[src/rtl/core/tccs_pkg.sv]
package tccs_pkg;

   localparam int COLUMNS    = 80;
   localparam int ROWS       = 25;
   localparam int CELL_COUNT = COLUMNS * ROWS;

   localparam int ADDR_W = $clog2(CELL_COUNT);
   localparam int COL_W  = $clog2(COLUMNS);
   localparam int CELL_W = 16;

   // fixed field widths of the request and response words
   localparam int KIND_W     = 2;
   localparam int BYTE_W     = 8;
   localparam int REQ_ADDR_W = 11;
   localparam int POS_W      = 11;

   localparam logic [KIND_W-1:0] KIND_PUT   = 2'd0;
   localparam logic [KIND_W-1:0] KIND_CLEAR = 2'd1;
   localparam logic [KIND_W-1:0] KIND_READ  = 2'd2;

   localparam logic [BYTE_W-1:0] CHAR_NEWLINE = 8'd10;
   localparam logic [BYTE_W-1:0] CHAR_RETURN  = 8'd13;
   localparam logic [CELL_W-1:0] BLANK_CELL   = 16'h0700;

   typedef struct packed {
      logic              wr_en;
      logic [ADDR_W-1:0] wr_addr;
      logic [CELL_W-1:0] wr_data;
      logic              rd_en;
      logic [ADDR_W-1:0] rd_addr;
   } ram_req_type;

   typedef struct packed {
      logic [POS_W-1:0]  cursor_position;
      logic [BYTE_W-1:0] read_character;
      logic [BYTE_W-1:0] read_attribute;
   } result_type;

endpackage

[src/rtl/core/tccs_seq.sv]
module tccs_seq import tccs_pkg::*; (
   input  logic                  clock,
   input  logic                  reset,
   input  logic                  req_valid,
   input  logic [KIND_W-1:0]     req_kind,
   input  logic [BYTE_W-1:0]     req_char_code,
   input  logic [BYTE_W-1:0]     req_attribute,
   input  logic [REQ_ADDR_W-1:0] req_cell_address,
   output logic                  busy,
   input  logic                  out_free,
   output logic                  done,
   output result_type            result,
   output ram_req_type           ram_req,
   input  logic [CELL_W-1:0]     ram_rd_data
);

   typedef enum logic [2:0] {
      ST_INIT,
      ST_IDLE,
      ST_RDATA,
      ST_SCROLL,
      ST_FILL,
      ST_DONE
   } state_type;

   localparam logic [ADDR_W-1:0] LAST_CELL  = ADDR_W'(CELL_COUNT - 1);
   localparam logic [ADDR_W-1:0] COPY_COUNT = ADDR_W'(CELL_COUNT - COLUMNS);
   localparam logic [ADDR_W-1:0] ROW_STEP   = ADDR_W'(COLUMNS);
   localparam logic [ADDR_W:0]   POS_LIMIT  = (ADDR_W+1)'(CELL_COUNT);
   localparam logic [COL_W:0]    COL_LIMIT  = (COL_W+1)'(COLUMNS);

   state_type         state_ff, state_in;
   logic [ADDR_W-1:0] idx_ff, idx_in;
   logic [COL_W-1:0]  col_ff, col_in;
   logic [ADDR_W-1:0] pos_ff, pos_in;
   logic              wr_pend_ff, wr_pend_in;
   logic [ADDR_W-1:0] wr_addr_ff, wr_addr_in;
   logic [BYTE_W-1:0] rd_char_ff, rd_char_in;
   logic [BYTE_W-1:0] rd_attr_ff, rd_attr_in;

   logic [COL_W:0]                col_next;
   logic                          col_wrap;
   logic [ADDR_W:0]               pos_next;
   logic                          is_special;
   logic                          addr_ok;
   logic [ADDR_W+POS_W-1:0]       pos_wide;
   logic [ADDR_W+REQ_ADDR_W-1:0]  addr_wide;

   assign col_next   = {1'b0, col_ff} + (COL_W+1)'(1);
   assign col_wrap   = (col_next == COL_LIMIT);
   assign is_special = (req_char_code == CHAR_NEWLINE) || (req_char_code == CHAR_RETURN);
   assign addr_wide  = (ADDR_W+REQ_ADDR_W)'(req_cell_address);
   assign addr_ok    = (addr_wide < (ADDR_W+REQ_ADDR_W)'(CELL_COUNT));

   always_comb begin
      if (req_char_code == CHAR_NEWLINE) begin
         pos_next = {1'b0, pos_ff} - (ADDR_W+1)'(col_ff) + (ADDR_W+1)'(COLUMNS);
      end else if (req_char_code == CHAR_RETURN) begin
         pos_next = {1'b0, pos_ff} - (ADDR_W+1)'(col_ff);
      end else begin
         pos_next = {1'b0, pos_ff} + (ADDR_W+1)'(1);
      end
   end

   always_comb begin
      state_in   = state_ff;
      idx_in     = idx_ff;
      col_in     = col_ff;
      pos_in     = pos_ff;
      wr_pend_in = wr_pend_ff;
      wr_addr_in = wr_addr_ff;
      rd_char_in = rd_char_ff;
      rd_attr_in = rd_attr_ff;
      ram_req    = '0;
      done       = 1'b0;

      unique case (state_ff)
         ST_INIT, ST_FILL: begin
            ram_req.wr_en   = 1'b1;
            ram_req.wr_addr = idx_ff;
            ram_req.wr_data = BLANK_CELL;
            if (idx_ff == LAST_CELL) begin
               state_in = (state_ff == ST_INIT) ? ST_IDLE : ST_DONE;
            end else begin
               idx_in = idx_ff + ADDR_W'(1);
            end
         end
         ST_IDLE: begin
            if (req_valid) begin
               rd_char_in = '0;
               rd_attr_in = '0;
               state_in   = ST_DONE;
               unique case (req_kind)
                  KIND_PUT: begin
                     if (!is_special) begin
                        ram_req.wr_en   = 1'b1;
                        ram_req.wr_addr = pos_ff;
                        ram_req.wr_data = {req_attribute, req_char_code};
                     end
                     col_in = (is_special || col_wrap) ? '0 : col_next[COL_W-1:0];
                     if (pos_next == POS_LIMIT) begin
                        // past the bottom: park on the last row and move the store up
                        pos_in     = COPY_COUNT;
                        idx_in     = '0;
                        wr_pend_in = 1'b0;
                        state_in   = ST_SCROLL;
                     end else begin
                        pos_in = pos_next[ADDR_W-1:0];
                     end
                  end
                  KIND_CLEAR: begin
                     col_in   = '0;
                     pos_in   = '0;
                     idx_in   = '0;
                     state_in = ST_FILL;
                  end
                  KIND_READ: begin
                     if (addr_ok) begin
                        ram_req.rd_en   = 1'b1;
                        ram_req.rd_addr = ADDR_W'(req_cell_address);
                        state_in        = ST_RDATA;
                     end
                  end
                  default: begin
                     state_in = ST_DONE;
                  end
               endcase
            end
         end
         ST_RDATA: begin
            rd_char_in = ram_rd_data[BYTE_W-1:0];
            rd_attr_in = ram_rd_data[CELL_W-1:BYTE_W];
            state_in   = ST_DONE;
         end
         ST_SCROLL: begin
            // write back the word fetched last cycle one row higher
            if (wr_pend_ff) begin
               ram_req.wr_en   = 1'b1;
               ram_req.wr_addr = wr_addr_ff;
               ram_req.wr_data = ram_rd_data;
            end
            if (idx_ff < COPY_COUNT) begin
               ram_req.rd_en   = 1'b1;
               ram_req.rd_addr = idx_ff + ROW_STEP;
               wr_addr_in      = idx_ff;
               wr_pend_in      = 1'b1;
               idx_in          = idx_ff + ADDR_W'(1);
            end else begin
               wr_pend_in = 1'b0;
               if (!wr_pend_ff) begin
                  state_in = ST_FILL;
               end
            end
         end
         ST_DONE: begin
            if (out_free) begin
               done     = 1'b1;
               state_in = ST_IDLE;
            end
         end
         default: begin
            state_in = ST_IDLE;
         end
      endcase
   end

   always_ff @(posedge clock) begin
      if (reset) begin
         state_ff   <= ST_INIT;
         idx_ff     <= '0;
         col_ff     <= '0;
         pos_ff     <= '0;
         wr_pend_ff <= 1'b0;
      end else begin
         state_ff   <= state_in;
         idx_ff     <= idx_in;
         col_ff     <= col_in;
         pos_ff     <= pos_in;
         wr_pend_ff <= wr_pend_in;
      end
      wr_addr_ff <= wr_addr_in;
      rd_char_ff <= rd_char_in;
      rd_attr_ff <= rd_attr_in;
   end

   assign pos_wide = (ADDR_W+POS_W)'(pos_ff);

   assign busy                   = (state_ff != ST_IDLE);
   assign result.cursor_position = pos_wide[POS_W-1:0];
   assign result.read_character  = rd_char_ff;
   assign result.read_attribute  = rd_attr_ff;

endmodule

[config.mk]
export PLATFORM = sky130hd
export DESIGN_NAME = tccs_seq
export DESIGN_NICKNAME = d
export VERILOG_FILES = /design/src/rtl/core/tccs_pkg.sv /design/src/rtl/core/tccs_seq.sv
export SDC_FILE = /design/constraint.sdc
export NUM_CORES = 1
export LEC_CHECK = 0
export BUFFER_PORTS_ARGS = -buffer_cell sky130_fd_sc_hd__buf_2
export CORE_AREA = 2 2 83 144
export CTS_BUF_LIST = sky130_fd_sc_hd__clkbuf_4 sky130_fd_sc_hd__clkbuf_8
export DETAILED_ROUTE_END_ITERATION = 10
export DIE_AREA = 0 0 85 146
export GPL_TIMING_DRIVEN = 0
export PLACE_DENSITY = 0.69
export SETUP_SLACK_MARGIN = 0.05
export SYNTH_ARGS = -nofsm -noshare
export SYNTH_HDL_FRONTEND = slang
export SYNTH_SLANG_ARGS = --single-unit
export TNS_END_PERCENT = 30
[constraint.sdc]
create_clock -name clock -period 3.8 [get_ports clock]
set_input_delay 0.57 -clock clock [delete_from_list [all_inputs] [get_ports clock]]
set_output_delay 0.57 -clock clock [all_outputs]
set_load 0.01 [all_outputs]
After elaboration in Yosys (flattened, before gate mapping)
Cells that the tools add are included.
{ "op_classes": {"add_sub_neg": 6, "n_lt_le_gt_ge": 2, "n_eq_ne": 24, "mux": 41, "n_reduce_logical": 15} }
{ "ops": {"columns": ["op", "count"], "rows": [
  ["two-way mux 28 bit", 3],
  ["case mux 28 bit (3 select lines)", 1],
  ["two-way mux 12 bit", 5],
  ["two-way mux 11 bit", 5],
  ["case mux 11 bit (2 select lines)", 2],
  ["two-way mux 40 bit", 1],
  ["case mux 11 bit (3 select lines)", 1],
  ["case mux 8 bit (2 select lines)", 2],
  ["two-way mux 3 bit", 8],
  ["case mux 12 bit (2 select lines)", 1],
  ["less-than comparator 11 bit (second input constant)", 2],
  ["== test 8 x 4 -> 1 bit (second input constant)", 2],
  ["inequality test 2 bit (second input constant)", 8],
  ["case mux 3 bit (5 select lines)", 1],
  ["case mux 7 bit (2 select lines)", 1],
  ["adder 11 x 1 -> 12 bit (second input constant)", 1],
  ["adder 12 x 7 -> 12 bit (second input constant)", 1],
  ["== test 12 x 11 -> 1 bit (second input constant)", 1],
  ["subtractor 11 x 7 -> 12 bit", 1],
  ["adder 11 x 1 -> 11 bit (second input constant)", 1],
  ["adder 11 x 7 -> 11 bit (second input constant)", 1],
  ["== test 11 bit (second input constant)", 1],
  ["case mux 3 bit (3 select lines)", 1],
  ["adder 7 x 1 -> 8 bit (second input constant)", 1],
  ["24 further kinds", 36]
]} }
{ "word_totals": {"reg_bits": 60, "inputBits": 49, "output_inout_bits": 69, "wordCells": 96} }

Longest topological paths before layout
{ "logic_depth": {"word_depth": 8, "depth_mapped": 18} }

Least setup slack after synthesis
No wires, ideal clock.
{ "synth_timing": {"path_type": "register to register", "start": "register pos_ff[0]", "end": "register pos_ff[6]", "setup_ps": 128, "t_arrival_ps": 3716, "required_time_ps": 3672, "path_slack_ps": -43, "stages_incl_launch_ff": 17, "synth_period_minus_slack_ps": 3843, "cell_sequence": "dfxtp_1 clkbuf_1 inv_1 ha_1 fa_1 nand2b_1 a21oi_1 xor2_1 a32o_1 a311oi_1 a311o_1 xor2_1 or4b_4 buf_6 buf_8 a32oi_1 nor2_1"} }
{ "synth_via": {"elab_chain_cells": 6, "elab_cells_between_ends": 8} }
{ "synth_rtl": {"columns": ["element", "line", "text"], "rows": [
  ["start, declared", "tccs_seq.sv:35", "logic [ADDR_W-1:0] pos_ff, pos_in;"],
  ["start signal, assigned", "tccs_seq.sv:178", "pos_ff <= pos_in;"],
  ["subtractor 11 x 7 -> 12 bit / adder 11 x 1 -> 12 bit (equally long branches)", "tccs_seq.sv:57, tccs_seq.sv:59, tccs_seq.sv:61", null],
  ["adder 12 x 7 -> 12 bit / two-way mux 12 bit (equally long branches)", "tccs_seq.sv:57, tccs_seq.sv:58", null],
  ["two-way mux 12 bit *", "tccs_seq.sv:56", "if (req_char_code == CHAR_NEWLINE) begin"],
  ["== test 12 x 11 -> 1 bit", "tccs_seq.sv:101", "if (pos_next == POS_LIMIT) begin"],
  ["two-way mux 11 bit *", "tccs_seq.sv:101", null],
  ["case mux 11 bit (2 select lines) *", "tccs_seq.sv:93", "unique case (req_kind)"]
]} }
Every way passes the cells marked *; elsewhere a longest branch is shown, timed or not.
A chain may end at the register's enable or synchronous reset.

Worst setup path after layout
{ "layout_timing": {"start": "register pos_ff[0]", "end": "register idx_ff[6]"} }
{ "layout_via": {"elab_chain_cells": 6, "elab_cells_between_ends": 8} }
{ "layout_rtl": {"columns": ["element", "line", "text"], "rows": [
  ["subtractor 11 x 7 -> 12 bit / adder 11 x 1 -> 12 bit (equally long branches)", "tccs_seq.sv:57, tccs_seq.sv:59, tccs_seq.sv:61", null],
  ["adder 12 x 7 -> 12 bit / two-way mux 12 bit (equally long branches)", "tccs_seq.sv:57, tccs_seq.sv:58", null],
  ["two-way mux 12 bit *", "tccs_seq.sv:56", null],
  ["== test 12 x 11 -> 1 bit *", "tccs_seq.sv:101", null],
  ["inequality test 3 bit (no source line) *", null, null],
  ["AND reduction 6 bit (no source line) *", null, null],
  ["end signal, assigned", "tccs_seq.sv:176", "idx_ff <= idx_in;"],
  ["end, declared", "tccs_seq.sv:33", "logic [ADDR_W-1:0] idx_ff, idx_in;"]
]} }
Marked as above.

==> impl_results.md <==
* Status: complete, but fails checks
* Failing checks: negative setup slack
* Dpl cells at 770
* Register area share after synthesis at 0.3367
* Antenna-violating nets left at 0
* Layout cells sized above 1 at 0.3093
* Startpoint types: flip-flop
* Required time worst endpoint at 4.08 ns
* Sink Count at 60
* Top-area cell type share of the netlist area at 0.1855
* Worst min path class: flip-flop to flip-flop
* Reg-to-reg endpoint: idx_ff[6]
* Most common cell in the synthesized netlist: nor2_1
* Initial DRC count at 313
* Num ports at approximately 120
* Vias per cell at a little over 6
* Setup WS post-layout at -0.004992 ns
* RR Startpoint: pos_ff[0]
* Core area at around 11000 um^2
* CP Class: flip-flop to flip-flop
* DR WL/cell at just under 20 um
* Reg2reg setup slack at -0.005 ns
* Syn_nets at a little under 600
* Die area at between 10000 and 15000 um^2
* First-pass GRT wire length at around 24000 um
* Clock insertion delay at the later pin of the skew report at between 0.3 and 0.4 ns
* Initial Util at 0.3914
* Overall routing resource usage at 0.2410
* VDD IR max at between 0.00015 and 0.0002 V
* Clock transition at path regs at ~0.080 ns
* Initial DRT Pass Iterations at 5
* Post-synth top cells: nor2_1 (51), nand2_1 (46), a21oi_1 (33), dfxtp_1 (33), inv_1 (33)
* Unique masters post-synth at slightly below 70
* Fmax at about 260 MHz
* Fin Clk Skew at 0.01152 ns
* CP Launch Point: pos_ff[0]
* Hold_sp: idx_ff[6]
* Layout net count at 724
* Post-route insts no fill at about 800
* Routed WL at about 15000 um
* Die Wd at 85 um
* Drt drc at 0
* Final setup vio count at 2
* Fill cells at between 1000 and 1500
* HPWL after detailed placement at approximately 11000 um
* Area Overhead vs Synth at 29.52%
* Area contributors post-synth: edfxtp_1 (19%), dfxtp_1 (15%), nor2_1 (4.4%)
* Crit Path Max Fanout at 8
* Final Critical Period at approximately 3.8 ns
* Power Density at 230.7 nW/um^2
* Cell count after synthesis at around 520
* Global placer's final weighted congestion at 0.9795
* Async S/R FF share, synth at 0
* Die height at around 150 um
* Htree depth at 3
* Hold Slack at roughly 0.45 ns
* Post-synth EDFFs at 27
* TritonCTS clock tree: yes
* R2R depth at 14
* Final Hold Fails at 0
* Crit path DAT at around 4.1 ns
* Least-Margin Pin Slew at roughly 1.3 ns
* Max Slew Vio Count at 0
* Worst Setup EP: idx_ff[6]
* Clock buffer depth at 2
* Synth Register Bits at 60
* Diode count at 0
* Slew headroom at 0.1031
* Number of global-route vias before repair at 4700
* Synth Flop Type: dfxtp_1
* Ys Warns at 0
* RSZ-0062 raised after global routing: yes
* CTS buffer count at 9
* Total vias in the final route at just under 5000
* Post-Syn Area at around 4400 um^2
* Initial antenna violation count at 0
* LEAKAGE at 2.357 nW
* CTS root buf: clkbuf_8
* Largest net degree at the start of global routing at 18
* PortBufs at approximately 120
* Area leader, netlist: edfxtp_1
* Synth Area per Inst at approximately 8.4 um^2
* CP Capture Type: flip-flop
* Tcrit/Tclk final at 1.001
* Max-cap viol count at 0
* Rows at 51
* Power Total at 1.306 mW
* Total global routing overflow at 0
-- report_power, final --
group	total, mW	leakage, nW	internal [mW]	switching (mW)
Clock	0.555	0.0844	0.246	0.309
Combinational	0.0752	1.78	0.0316	0.0437
Sequential	0.676	0.496	0.669	0.00662
-- state kept, by name, summed over array words and instances, names as in the netlist --
signal      flops
rd_char_ff      8
wr_pend_ff      1
idx_ff         11
col_ff          7
wr_addr_ff     11
state_ff        3
rd_attr_ff      8
pos_ff         11
-- stage by stage --
step                      setup TNS [ns]  area, um^2  setup WS, ns  utilization
after floorplan                        0        4373       0.05974            -
after global placement            -6.668        5114       -0.4650       0.4579
after detailed placement          -7.067        5114       -0.4967       0.4579
after CTS                              0        5483       0.01656       0.4910
after global routing              -1.317        5660       -0.1297       0.5069
final                          -0.009336        5660     -0.004992       0.5069
-- area by class of cell --
type                       instances  area (um^2)  share of cell area
clock inverter                     7        60.06             0.01061
clock buffer                       9        123.9             0.02188
multi-input combinational        397         2826              0.4993
buffer                            32        178.9             0.03161
sequential                        60         1491              0.2635
timing repair buffer             128        690.7              0.1220
inverter                          33        123.9             0.02188
tap                              132        165.2             0.02918
-- timing repair --
| item | 4_1_cts | 5_1_grt |
|---|---|---|
| pin swaps | 7 | 17 |
| resized for setup | 34 | 30 |
| buffers inserted | 7 | 5 |
| gates cloned | 0 | 1 |
| hold buffers | 0 | 0 |
| setup endpoints to repair | 27 | 43 |
-- critical path, cell delays in order, from the launching register on --
cell       delay [ns]
dfxtp_2          0.36
inv_2            0.06
ha_4             0.16
fa_2             0.39
nand2b_4         0.19
a211oi_4         0.28
a211oi_4         0.07
a2111oi_4        0.35
a311oi_1         0.15
a311o_1          0.39
xor2_2           0.16
or4b_4           0.56
buf_12           0.17
a21oi_4          0.29
o2bb2ai_1        0.15
-- cells by family (layout without fill, tap and decap cells) --
group,Yosys count,in the layout,synth area share
AOI/OAI and AO/OA,161,161,0.2834
xor gates and xnor gates,20,20,0.04008
adders and majority gates,14,14,0.04180
buffers and inverters,66,209,0.06441
DFF,60,60,0.3367
muxes,3,3,0.006871
and+or+nand+nor,199,199,0.2267
-- worst min path at each step --
stage,depth (start not counted),to
2_1_floorplan,0,wr_addr_ff[6]
3_3_place_gp,0,wr_addr_ff[6]
3_5_place_dp,0,wr_addr_ff[7]
4_1_cts,0,wr_addr_ff[7]
5_1_grt,0,wr_addr_ff[6]
6_report,0,wr_addr_ff[6]
-- cell usage in the layout, fill, tap and decap left out, types with 4 or more instances in the layout --
| cell type | synthesis | layout |
|---|---|---|
| or3_1 | 5 | 5 |
| a22o_1 | 18 | 18 |
| o21ai_0 | 19 | 19 |
| buf_4 | 1 | 13 |
| nor3_1 | 12 | 11 |
| inv_1 | 33 | 31 |
| nand3_1 | 20 | 20 |
| o2bb2ai_1 | 7 | 4 |
| a21oi_1 | 33 | 30 |
| nand4_1 | 9 | 9 |
| and2_1 | 20 | 19 |
| dfxtp_2 | 0 | 7 |
| clkbuf_8 | 0 | 10 |
| a222oi_1 | 11 | 11 |
| xnor2_1 | 10 | 9 |
| a32oi_1 | 4 | 4 |
| nand2b_1 | 6 | 5 |
| xor2_1 | 10 | 8 |
| nor2_1 | 51 | 49 |
| ha_1 | 13 | 7 |
| nor4_1 | 8 | 7 |
| a31oi_1 | 7 | 6 |
| buf_2 | 3 | 118 |
| clkbuf_1 | 26 | 21 |
| and3_1 | 7 | 7 |
| a22oi_1 | 8 | 7 |
| a21o_1 | 7 | 7 |
| edfxtp_1 | 27 | 27 |
| ha_4 | 0 | 4 |
| dfxtp_1 | 33 | 23 |
| nand2_1 | 46 | 46 |
| o211ai_1 | 4 | 4 |
-- routing by layer --
metal  track usage  wire length [um]
met1        0.2550              5617
met2        0.4242              8047
met3       0.04254               784
met4        0.1611               944
met5             0                 0
No activity file was read; power rests on OpenSTA's default activity.
